### src/rtl/esfa_pkg.sv
package esfa_pkg;

   localparam int ID_W   = 10;
   localparam int KIND_W = 3;
   localparam int TYPE_W = 8;
   localparam int TIME_W = 32;
   localparam int ANN_W  = 2;

   localparam logic [KIND_W-1:0] KIND_CREATE  = 3'd0;
   localparam logic [KIND_W-1:0] KIND_SPAWN   = 3'd1;
   localparam logic [KIND_W-1:0] KIND_GET     = 3'd2;
   localparam logic [KIND_W-1:0] KIND_DESPAWN = 3'd3;
   localparam logic [KIND_W-1:0] KIND_DESTROY = 3'd4;

   localparam logic [ANN_W-1:0] ANN_NONE    = 2'd0;
   localparam logic [ANN_W-1:0] ANN_SPAWN   = 2'd1;
   localparam logic [ANN_W-1:0] ANN_DESPAWN = 2'd2;

   typedef struct packed {
      logic [ID_W-1:0]   next;
      logic [TYPE_W-1:0] kind;
      logic [TIME_W-1:0] spawn;
      logic [TIME_W-1:0] despawn;
   } slot_word_type;

   typedef struct packed {
      logic [KIND_W-1:0] kind;
      logic [ID_W-1:0]   slot_id;
      logic [TYPE_W-1:0] new_type;
      logic [TIME_W-1:0] time_now;
   } op_type;

   typedef struct packed {
      logic [ID_W-1:0]   result_id;
      logic              live;
      logic [TYPE_W-1:0] slot_type;
      logic [TIME_W-1:0] spawn_time;
      logic [TIME_W-1:0] despawn_time;
      logic [ANN_W-1:0]  announce;
      logic              out_of_range;
   } rsp_type;

   typedef struct packed {
      logic            wr_en;
      logic [ID_W-1:0] wr_addr;
      logic            head_en;
      logic [ID_W-1:0] head_val;
   } ctl_type;

endpackage

### src/rtl/esfa_slot_update.sv
module esfa_slot_update #(
   parameter int ENTITIES = 256
) (
   input  esfa_pkg::op_type        op,
   input  esfa_pkg::slot_word_type rd_word,
   input  logic [esfa_pkg::ID_W-1:0] head,
   output esfa_pkg::slot_word_type wr_word,
   output esfa_pkg::ctl_type       ctl,
   output esfa_pkg::rsp_type       rsp
);

   always_comb begin
      ctl     = '0;
      wr_word = rd_word;
      rsp     = '0;
      if (op.kind == esfa_pkg::KIND_CREATE) begin
         if (head != '0 && head < ENTITIES) begin
            ctl.wr_en        = 1'b1;
            ctl.wr_addr      = head;
            ctl.head_en      = 1'b1;
            ctl.head_val     = rd_word.next;
            wr_word.next     = '0;
            wr_word.kind     = op.new_type;
            rsp.result_id    = head;
            rsp.live         = (op.new_type != '0);
            rsp.slot_type    = op.new_type;
            rsp.spawn_time   = rd_word.spawn;
            rsp.despawn_time = rd_word.despawn;
         end
      end else begin
         rsp.result_id = op.slot_id;
         ctl.wr_addr   = op.slot_id;
         if (op.slot_id >= ENTITIES) begin
            rsp.out_of_range = 1'b1;
         end else begin
            if (rd_word.kind != '0) begin
               case (op.kind)
                  esfa_pkg::KIND_SPAWN: begin
                     wr_word.spawn = op.time_now;
                     rsp.announce  = esfa_pkg::ANN_SPAWN;
                     ctl.wr_en     = 1'b1;
                  end
                  esfa_pkg::KIND_DESPAWN: begin
                     wr_word.despawn = op.time_now;
                     rsp.announce    = esfa_pkg::ANN_DESPAWN;
                     ctl.wr_en       = 1'b1;
                  end
                  esfa_pkg::KIND_DESTROY: begin
                     wr_word.kind    = '0;
                     wr_word.spawn   = '0;
                     wr_word.despawn = '0;
                     wr_word.next    = head;
                     ctl.wr_en       = 1'b1;
                     ctl.head_en     = 1'b1;
                     ctl.head_val    = op.slot_id;
                  end
                  default: begin
                  end
               endcase
            end
            rsp.live         = (wr_word.kind != '0);
            rsp.slot_type    = wr_word.kind;
            rsp.spawn_time   = wr_word.spawn;
            rsp.despawn_time = wr_word.despawn;
         end
      end
   end

endmodule

### config.mk
export PLATFORM = sky130hd
export DESIGN_NAME = esfa_slot_update
export DESIGN_NICKNAME = d
export VERILOG_FILES = /design/src/rtl/esfa_pkg.sv /design/src/rtl/esfa_slot_update.sv
export SDC_FILE = /design/constraint.sdc
export NUM_CORES = 1
export LEC_CHECK = 0
export ABC_AREA = 1
export BUFFER_PORTS_ARGS = -buffer_cell sky130_fd_sc_hd__buf_2
export CORE_AREA = 5 5 125 127
export DETAILED_ROUTE_END_ITERATION = 10
export DIE_AREA = 0 0 130 132
export GPL_ROUTABILITY_DRIVEN = 0
export GPL_TIMING_DRIVEN = 0
export PLACE_DENSITY = 0.7
export SLEW_MARGIN = 20
export SYNTH_ARGS = -nofsm -noshare
export SYNTH_HDL_FRONTEND = slang
export SYNTH_SLANG_ARGS = --single-unit
### constraint.sdc
create_clock -name vclk -period 2.4
set_input_delay 0.24 -clock vclk [all_inputs]
set_output_delay 0.24 -clock vclk [all_outputs]
set_load 0.005 [all_outputs]
# Word level (Yosys, flattened, before mapping)

Cells that the tools add are included.

$lt $le $gt $ge: 2
Equality and inequality tests: 3
Multiplexer cells: 25
Reductions and logical operators: 7

Operator list:

| kind                | count |
|---|---|
| $mux 82             | 4 |
| $mux 83             | 2 |
| $pmux 32 s2         | 2 |
| $mux 75             | 1 |
| $mux 64             | 1 |
| $mux 18             | 3 |
| $mux 22             | 2 |
| $mux 11             | 3 |
| $reduce_bool 8->1   | 3 |
| $ge 10x9->1 const B | 1 |
| $lt 10x9->1 const B | 1 |
| $reduce_bool 10->1  | 1 |
| $mux 1              | 4 |
| $pmux 2 s2          | 1 |
| $eq 3x1->1 const B  | 1 |
| $eq 3x2->1 const B  | 1 |
| $eq 3x3->1 const B  | 1 |
| $logic_not 3->1     | 1 |
| $mux 3              | 1 |
| $reduce_or 3->1     | 1 |
| $mux 2              | 1 |
| $logic_and 1x1->1   | 1 |

Bits in registers: 0
Output and inout bits: 190

# Depth between registers and ports, before layout

Gate-level depths: netlist of run 1.

Depth in word-level cells: 8
Mapped depth: 11
Mapped depth without buffers: 10

# Least setup slack after synthesis of run 1

OpenSTA, ideal clock, no wires.

Path kind: in2out
From: input port op[51] (netlist bit)
To: output port rsp[79] (netlist bit)
Arrival: 1.305 ns
Required time: 2.160 ns
Setup slack: 0.855 ns
Cell stages on the path: 9
Buffers on the path: 2
Cells stage by stage: inv_2 nand2_2 nor2_8 nand3_1 inv_2 buf_2 nand2_1 o21ai_1 buf_4

RTL lines:

| element         | line                  | source |
|---|---|---|
| start, declared | esfa_slot_update.sv:4 | `input esfa_pkg::op_type op,` |
| end, declared   | esfa_slot_update.sv:9 | `output esfa_pkg::rsp_type rsp` |

==> results.py, run 1 <==
metrics = {
    "routing": {
        "detail-route-antenna-nets": 0,
        "highest_layer": "met4",
        "wirelength_mm": 22.1,
        "wl_met2_mm": 10.8,
        "drt-met1-wl_mm": 9.06,
        "dr_total_vias": 6797,
        "drc": 0,
        "avgViaCountPerCell": 5.01,
        "wl_per_cell_um": 16.3,
        "wl_met3_mm": 1.84,
        "firstDrtPassIters": 5,
        "drt-initial-drc-count": 365,
    },
    "grt": {
        "grt.overflow.total": 0,
        "grt_max_degree": 11,
        "grt_use_total_pct": 23.4,
        "antenna_found_initial": 0,
        "grt_pass1_wl_mm": 32.6,
        "grt_pass1_vias": 6113,
    },
    "sta": {
        "setup_violations": 0,
        "slew_headroom_pct": 56.8,
        "finalHoldViolations": 0,
        "drv_slew": 0,
        "layout_setup_ws_ns": 0.319,
        "fin_crit_ns": 2.08,
        "setup_tns_ns": 0,
        "post-route-period-util_pct": 86.7,
        "timing.fmax_mhz": 481,
        "rsz0062_at_grt": "false",
        "tightest_slew_ns": 0.648,
    },
    "logic_synthesis": {
        "synthAdderAreaFrac_pct": 0,
        "muxShareOfSynthArea_pct": 0,
        "synth_top_area_share_pct": 52.5,
        "synth-simple-area-share_pct": 80.2,
        "synth_top_family_by_area": "simple AND/OR/NAND/NOR gates",
        "synth_nets": 985,
        "synth_compound_area_share_pct": 6.50,
        "ys_warn_count": 0,
        "yosysTopAreaCell": "nand2_1",
        "synth.distinct_cells": 25,
        "syn-cell-area_um2": 3670,
        "avgSynthCellArea_um2": 4.37,
        "synth_seq_area_share_pct": 0,
        "synth_xor_area_share_pct": 0,
        "syn_inst": 840,
        "synth_area_leaders": "nand2_1 53%, nand3_1 14%, nand4_1 6.0%",
    },
    "critical_path": {
        "worstPathArrival_ns": 1.84,
        "start_kind": "input pin",
        "path_class": "input pin to output pin",
        "required_ns": 2.16,
        "cp_max_fo": 10,
        "cp-end-kind": "output pin",
    },
    "layout": {
        "regArea_um2": 0,
        "multiInputGateArea_um2": 3190,
        "fin_util_pct": 39.0,
        "syn2layout_area_growth_pct": 51.8,
        "drive_above_1_share_pct": 33.8,
        "fillers": 1703,
        "num_antenna_cells": 0,
        "nets": 1321,
        "clkbuf_count": 0,
        "final_cell_count_no_fill": 1358,
        "design.seq.count": 0,
    },
    "floorplanning": {
        "initial_core_util_pct": 25.7,
        "core_area_um2": 14300,
        "io_pins": 335,
        "dieHeight_um": 132,
        "die_x_um": 130,
        "die_area_um2": 17200,
        "std_cell_rows": 44,
    },
    "pwr": {
        "vdd_ir_drop_max_mv": 0.0728,
        "power.density_nw_per_um2": 172,
        "p_leak_nw": 3.87,
    },
    "place": {
        "portBuffers": 334,
        "hpwl_mm": 17.9,
        "placed_cells": 1358,
        "dpl_worst_slack_ns": 0.133,
    },
    "hold_path": {
        "whs_path_depth": 4,
        "hold_class": "input pin to output pin",
    },
    "flow_run": {
        "drv_cap": 0,
    },
    "outcome": {
        "status": "finished, final reports clean",
    },
}
worst paths after layout:
check,startpoint,to,slack [ns]
worst max-delay path,head[9],rsp[35],0.32
worst min-delay path,rd_word[63],wr_word[63],0.78
Yosys cell counts:
cell and instances:
o22ai_1 12, o21ai_4 1, o21ai_0 11, buf_6 3
nor2_8 3, nand4_1 35, nand2_1 514, inv_4 1
inv_2 6, o211ai_1 9, nand3b_1 1, buf_1 7
nor2_2 2, buf_2 28, nand3_2 1, buf_4 11
nor4_1 2, inv_1 31, o21ai_1 5, nor2_4 2
nand3_4 1, nand2_2 3, nand3_1 105, nor2_1 30
clkbuf_1 16
metal layers:
| metal | track usage [%] | vias to the layer above |
|---|---|---|
| met5 | 0 | - |
| met4 | 4.85 | 0 |
| met3 | 2.55 | 35 |
| met2 | 42.0 | 376 |
| met1 | 29.9 | 3036 |
| li1 | - | 3350 |
worst max-delay path: stages:
cell and delay (ns):
buf_2 0.11, nor2_1 0.24, buf_2 0.31, clkbuf_1 0.47, nand4_1 0.20, nand3_1 0.14, buf_2 0.12
logic make-up (layout without fill, tap and decap cells):
| kind of cell | Yosys count | count (layout) |
|---|---|---|
| buffers and inverters | 103 | 437 |
| AOI/OAI and AO/OA | 38 | 38 |
| and+or+nand+nor | 699 | 699 |
cell usage in the layout, fill, tap and decap left out, types with 2 or more instances in the layout:
master    netlist  routed
buf_2          28     362
buf_4          11      11
nand3_1       105     105
clkbuf_1       16      16
o211ai_1        9       9
nand2_1       514     514
buf_6           3       3
inv_1          31      31
o21ai_0        11      11
nand2_2         3       3
o21ai_1         5       5
inv_2           6       6
nor4_1          2       2
nand4_1        35      35
o22ai_1        12      12
nor2_8          3       3
nor2_4          2       2
nor2_2          2       2
buf_1           7       6
nor2_1         30      30
where the power goes:
part / switching, mW / leakage, nW / internal, mW / total (mW)
Clock: 0 / 0 / 0 / 0
Combinational: 0.566 / 3.87 / 0.396 / 0.962
Sequential: 0 / 0 / 0 / 0
per-stage QoR:
step / area (µm²) / hold WS, ns / total power [mW]
CTS: 5580 / 0.785 / 0.961
detailed placement: 5580 / 0.782 / 0.956
global placement: 5580 / 0.784 / 0.948
floorplan: 3670 / 0.558 / 0.455
finish: 5580 / 0.777 / 0.962
global route: 5580 / 0.803 / 1.07
what timing repair did:
item                                    CTS  global route
endpoints found under the setup margin    0             5
hold buffers                              0             0
resized for setup                         0             1
endpoints found under the hold margin     0             0
setup buffers                             0             0
area by class of cell:
cell class                 instances  share of cell area, %
buffer                            65                   6.17
inverter                          38                   2.60
multi-input combinational        737                   57.1
tap                              184                   4.13
timing repair buffer             334                   30.0
No activity file was read; power rests on OpenSTA's default activity.
==> run 2: changes to the inputs <==
- ABC_AREA: 1 -> 0
- CORE_AREA: 5 5 125 127 -> 5 5 128 130
- DIE_AREA: 0 0 130 132 -> 0 0 133 135
- PLACE_DENSITY: 0.7 -> 0.59
==> results.py, run 2 <==
metrics = {
    "pwr": {
        "power.density_nw_per_um2": 170,
        "vdd_ir_drop_max_mv": 0.0463,
        "internal_power_uw": 363,
        "power_frac_comb_pct": 100.0,
        "swShare_pct": 51.8,
        "p_sw_uw": 391,
        "power.total_uw": 753,
        "p_clk_share_pct": 0,
        "seqPwrFrac_pct": 0,
        "p_leak_nw": 2.55,
    },
    "logic_synthesis": {
        "synth.distinct_cells": 31,
        "synth_seq_area_share_pct": 0,
        "yosysMostFrequentCell": "a22o_1",
        "syn_inst": 342,
        "avgSynthCellArea_um2": 7.04,
        "syn-cell-area_um2": 2410,
        "synth_area_leaders": "a22o_1 47%, a22oi_1 10%, nand3_1 6.9%",
        "synth_nets": 487,
        "yosysTopAreaCell": "a22o_1",
        "yosys-top-cells-count": "129 x a22o_1, 33 x nand3_1, 32 x a22oi_1, 32 x o21ai_0, 20 x clkbuf_1",
        "synth_top_area_share_pct": 46.9,
        "ys_warn_count": 0,
    },
    "floorplanning": {
        "die_area_um2": 18000,
        "initial_core_util_pct": 16.0,
        "dieHeight_um": 135,
        "std_cell_rows": 45,
        "io_pins": 335,
        "core_area_um2": 15000,
        "die_x_um": 133,
    },
    "outcome": {
        "status": "finished, final reports clean",
    },
    "sta": {
        "setup_violations": 0,
        "post-route-period-util_pct": 97.1,
        "finalHoldViolations": 0,
        "tightest_slew_ns": 0.627,
        "fin_crit_ns": 2.33,
        "timing.fmax_mhz": 429,
        "drv_slew": 0,
        "slew_headroom_pct": 58.0,
        "setup_tns_ns": 0,
        "rsz0062_at_grt": "true",
    },
    "routing": {
        "wirelength_mm": 18.2,
        "avgViaCountPerCell": 5.26,
        "drc": 0,
        "drt-initial-drc-count": 247,
        "dr_total_vias": 4573,
        "wl_per_cell_um": 20.9,
        "firstDrtPassIters": 5,
        "detail-route-antenna-nets": 0,
    },
    "critical_path": {
        "critPathBufInv": 4,
        "cpMostUsedCell": "buf_2",
        "path_cells": "buf_2 > nor4_4 > a21oi_1 > and3_1 > clkbuf_4 > buf_2 > a22o_1 > buf_2",
        "start_kind": "input pin",
        "required_ns": 2.16,
        "path_class": "input pin to output pin",
        "critical_path.slowest_cell": "nor4_4",
        "cp-end-kind": "output pin",
        "worstPathArrival_ns": 2.09,
        "cp.depth": 8,
        "crit_family": "buffers and inverters",
        "critical_path.max_stage_delay_ns": 0.44,
        "cp_max_fo": 10,
    },
    "hold_path": {
        "whs_path_depth": 3,
        "hold_class": "input pin to output pin",
    },
    "flow_run": {
        "drv_cap": 0,
    },
    "grt": {
        "antenna_found_initial": 2,
        "grt_use_total_pct": 18.0,
        "grt_pass1_vias": 4516,
        "grt.overflow.total": 0,
        "grt_max_degree": 11,
        "grt_pass1_wl_mm": 26.2,
    },
    "layout": {
        "syn2layout_area_growth_pct": 84.2,
        "clkbuf_count": 0,
        "final_cell_mix": "349 x buf_2, 129 x a22o_1, 33 x nand3_1",
        "drive_above_1_share_pct": 58.1,
        "num_antenna_cells": 0,
        "design.seq.count": 0,
        "regArea_um2": 0,
        "final_cell_count_no_fill": 870,
        "nets": 829,
        "final_common_cell": "buf_2",
    },
    "place": {
        "placed_cells": 865,
        "portBuffers": 335,
        "hpwl_mm": 15.1,
    },
}
[run 2: repair_timing]
| item | 4_1_cts | 5_1_grt |
|---|---|---|
| setup buffers | 4 | 1 |
| gates cloned | 0 | 0 |
| pin swaps | 3 | 1 |
| setup endpoints to repair | 156 | 107 |
| hold endpoints to repair | 0 | 0 |
| resized for setup | 9 | 27 |
| hold buffers | 0 | 0 |
[run 2: metrics by stage]
step	area, µm²	util, %	hold WS, ns	worst slack (ns)
after floorplan	2410	-	0.584	0.471
after global placement	4320	28.7	0.770	-0.280
after detailed placement	4320	28.7	0.774	-0.301
after CTS	4380	29.1	0.774	0.00208
after global routing	4440	29.5	0.796	-0.0343
final	4440	29.5	0.772	0.0702
[run 2: power groups by stage]
stage	registers, mW	clock network, mW	logic [mW]
floorplan	0	0	0.291
global placement	0	0	0.737
finish	0	0	0.753
global route	0	0	0.820
CTS	0	0	0.749
detailed placement	0	0	0.739
[run 2: routing by layer]
metal	track usage, %	part of all wire, %
met5	0	0.12
met4	3.35	2.0
met3	3.06	7.6
met2	33.4	51
met1	22.0	39
[run 2: cell type report]
cell class | count | area [µm²]
fillers | 1690 | 10600
multi-input cells | 288 | 2180
repair buffers | 340 | 1710
plain buffers | 53 | 304
well taps | 188 | 235
inverters | 1 | 3.75
[run 2: cell families (layout without fill, tap and decap cells)]
kind of cell	Yosys count	count (layout)	synth area share [%]
mux	9	9	3.74
xor+xnor	1	1	0.364
buf+inv	54	394	11.2
simple gates	72	72	16.2
compound gates	206	206	68.5
[run 2: worst paths after layout]
check / from / endpoint / slack [ns]
min: rd_word[81] / ctl[9] / 0.77
max: rd_word[71] / wr_word[33] / 0.07
==> run 3: changes to the inputs <==
- BUFFER_PORTS_ARGS: -buffer_cell sky130_fd_sc_hd__buf_2 -> not set
- DONT_BUFFER_PORTS: not set -> 1
- PLACE_DENSITY: 0.59 -> 0.4
==> results.py, run 3 (synthesized netlist as in run 2, its figures left out) <==
metrics = {
    "routing": {
        "drc": 0,
        "wl_per_cell_um": 30.5,
        "drt-initial-drc-count": 255,
        "avgViaCountPerCell": 6.42,
        "dr_total_vias": 3435,
        "firstDrtPassIters": 7,
        "wirelength_mm": 16.3,
        "detail-route-antenna-nets": 0,
    },
    "pwr": {
        "swShare_pct": 59.1,
        "p_clk_share_pct": 0,
        "power_frac_comb_pct": 100.0,
        "seqPwrFrac_pct": 0,
        "vdd_ir_drop_max_mv": 0.0411,
        "p_leak_nw": 1.08,
        "internal_power_uw": 161,
        "p_sw_uw": 233,
        "power.density_nw_per_um2": 146,
    },
    "place": {
        "placed_cells": 530,
        "hpwl_mm": 13.3,
        "portBuffers": 0,
        "dpl_worst_slack_ns": -0.230,
    },
    "layout": {
        "drive_above_1_share_pct": 15.3,
        "design.seq.count": 0,
        "num_antenna_cells": 0,
        "syn2layout_area_growth_pct": 12.1,
        "regArea_um2": 0,
        "fin_util_pct": 18.0,
        "nets": 494,
        "final_cell_mix": "129 x a22o_1, 33 x nand3_1, 32 x o21ai_0, 32 x a22oi_1",
        "final_common_cell": "a22o_1",
        "clkbuf_count": 0,
        "final_cell_count_no_fill": 535,
    },
    "critical_path": {
        "path_cells": "or3_4 > a2111oi_4 > buf_4 > clkbuf_1 > a22oi_1 > o21ai_0",
        "critical_path.max_stage_delay_ns": 0.43,
        "worstPathArrival_ns": 2.01,
        "critical_path.slowest_cell": "clkbuf_1",
        "required_ns": 2.16,
        "path_class": "input pin to output pin",
        "cp_max_fo": 10,
        "cp-end-kind": "output pin",
        "start_kind": "input pin",
    },
    "sta": {
        "fin_crit_ns": 2.25,
        "slew_headroom_pct": 52.5,
        "setup_tns_ns": 0,
        "setup_violations": 0,
        "drv_slew": 0,
        "layout_setup_ws_ns": 0.151,
        "tightest_slew_ns": 0.711,
        "finalHoldViolations": 0,
        "timing.fmax_mhz": 445,
        "post-route-period-util_pct": 93.7,
        "hold_slack_ns": 0.596,
        "rsz0062_at_grt": "false",
    },
    "floorplanning": {
        "core_area_um2": 15000,
        "die_x_um": 133,
        "dieHeight_um": 135,
        "std_cell_rows": 45,
        "die_area_um2": 18000,
        "io_pins": 335,
        "initial_core_util_pct": 16.0,
    },
    "hold_path": {
        "whs_path_depth": 1,
        "hold_class": "input pin to output pin",
        "worstHoldStart": "rd_word[80]",
        "hold_path_end": "ctl[8]",
    },
    "grt": {
        "grt_use_total_pct": 15.9,
        "grt_max_degree": 11,
        "grt_pass1_vias": 3438,
        "grt.overflow.total": 0,
        "grt_pass1_wl_mm": 22.7,
        "antenna_found_initial": 0,
    },
    "outcome": {
        "status": "finished, final reports clean",
    },
    "flow_run": {
        "drv_cap": 0,
    },
}
## run 3: changes by cell type in the layout (fill, tap and decap cells not counted), sizes merged
cell and delta:
buf -334, clkbuf -1
## run 3: how the worst max path moves through the flow
stage | slack [ns] | depth (start not counted) | from | end
after global placement | -0.19 | 6 | op[48] | rsp[63]
after global routing | 0.0001 | 6 | op[48] | rsp[63]
after detailed placement | -0.23 | 6 | op[48] | rsp[63]
final | 0.15 | 6 | op[52] | rsp[15]
after CTS | 0.03 | 6 | rd_word[64] | rsp[63]
after floorplan | 0.47 | 6 | op[52] | rsp[76]
## run 3: power groups by stage
| stage | Clock, mW | Sequential [mW] | Combinational (mW) |
|---|---|---|---|
| after global placement | 0 | 0 | 0.391 |
| after floorplan | 0 | 0 | 0.291 |
| after detailed placement | 0 | 0 | 0.391 |
| after CTS | 0 | 0 | 0.395 |
| after global routing | 0 | 0 | 0.426 |
| final | 0 | 0 | 0.394 |
## run 3: through the flow
step / area [µm²] / total power, mW
global route: 2700 / 0.426
global placement: 2640 / 0.391
detailed placement: 2640 / 0.391
finish: 2700 / 0.394
floorplan: 2410 / 0.291
CTS: 2650 / 0.395
## run 3: final cells by class
cell class,instances,area (µm²)
buffer,53,275
fill,1731,12300
inverter,1,3.75
multi-input combinational,288,2150
tap,188,235
timing repair buffer,5,37.5
## run 3: routing by layer
metal | GRT usage [%] | share of wire, %
met5 | 0 | 0
met1 | 17.7 | 36
met4 | 2.31 | 1.5
met2 | 31.2 | 53
met3 | 3.54 | 9.3
## run 3: what timing repair did
| item | in CTS | in global routing |
|---|---|---|
| pin swaps | 1 | 3 |
| resized for setup | 4 | 7 |
| hold buffers | 0 | 0 |
| cloned | 0 | 0 |
| setup endpoints to repair | 98 | 83 |
| setup buffers | 0 | 5 |
## run 3: worst max-delay path, delay by kind of cell
family	cells	cell delay (ns)
AOI/OAI and AO/OA	3	0.71
buffers and inverters	2	0.65
and+or+nand+nor	1	0.40
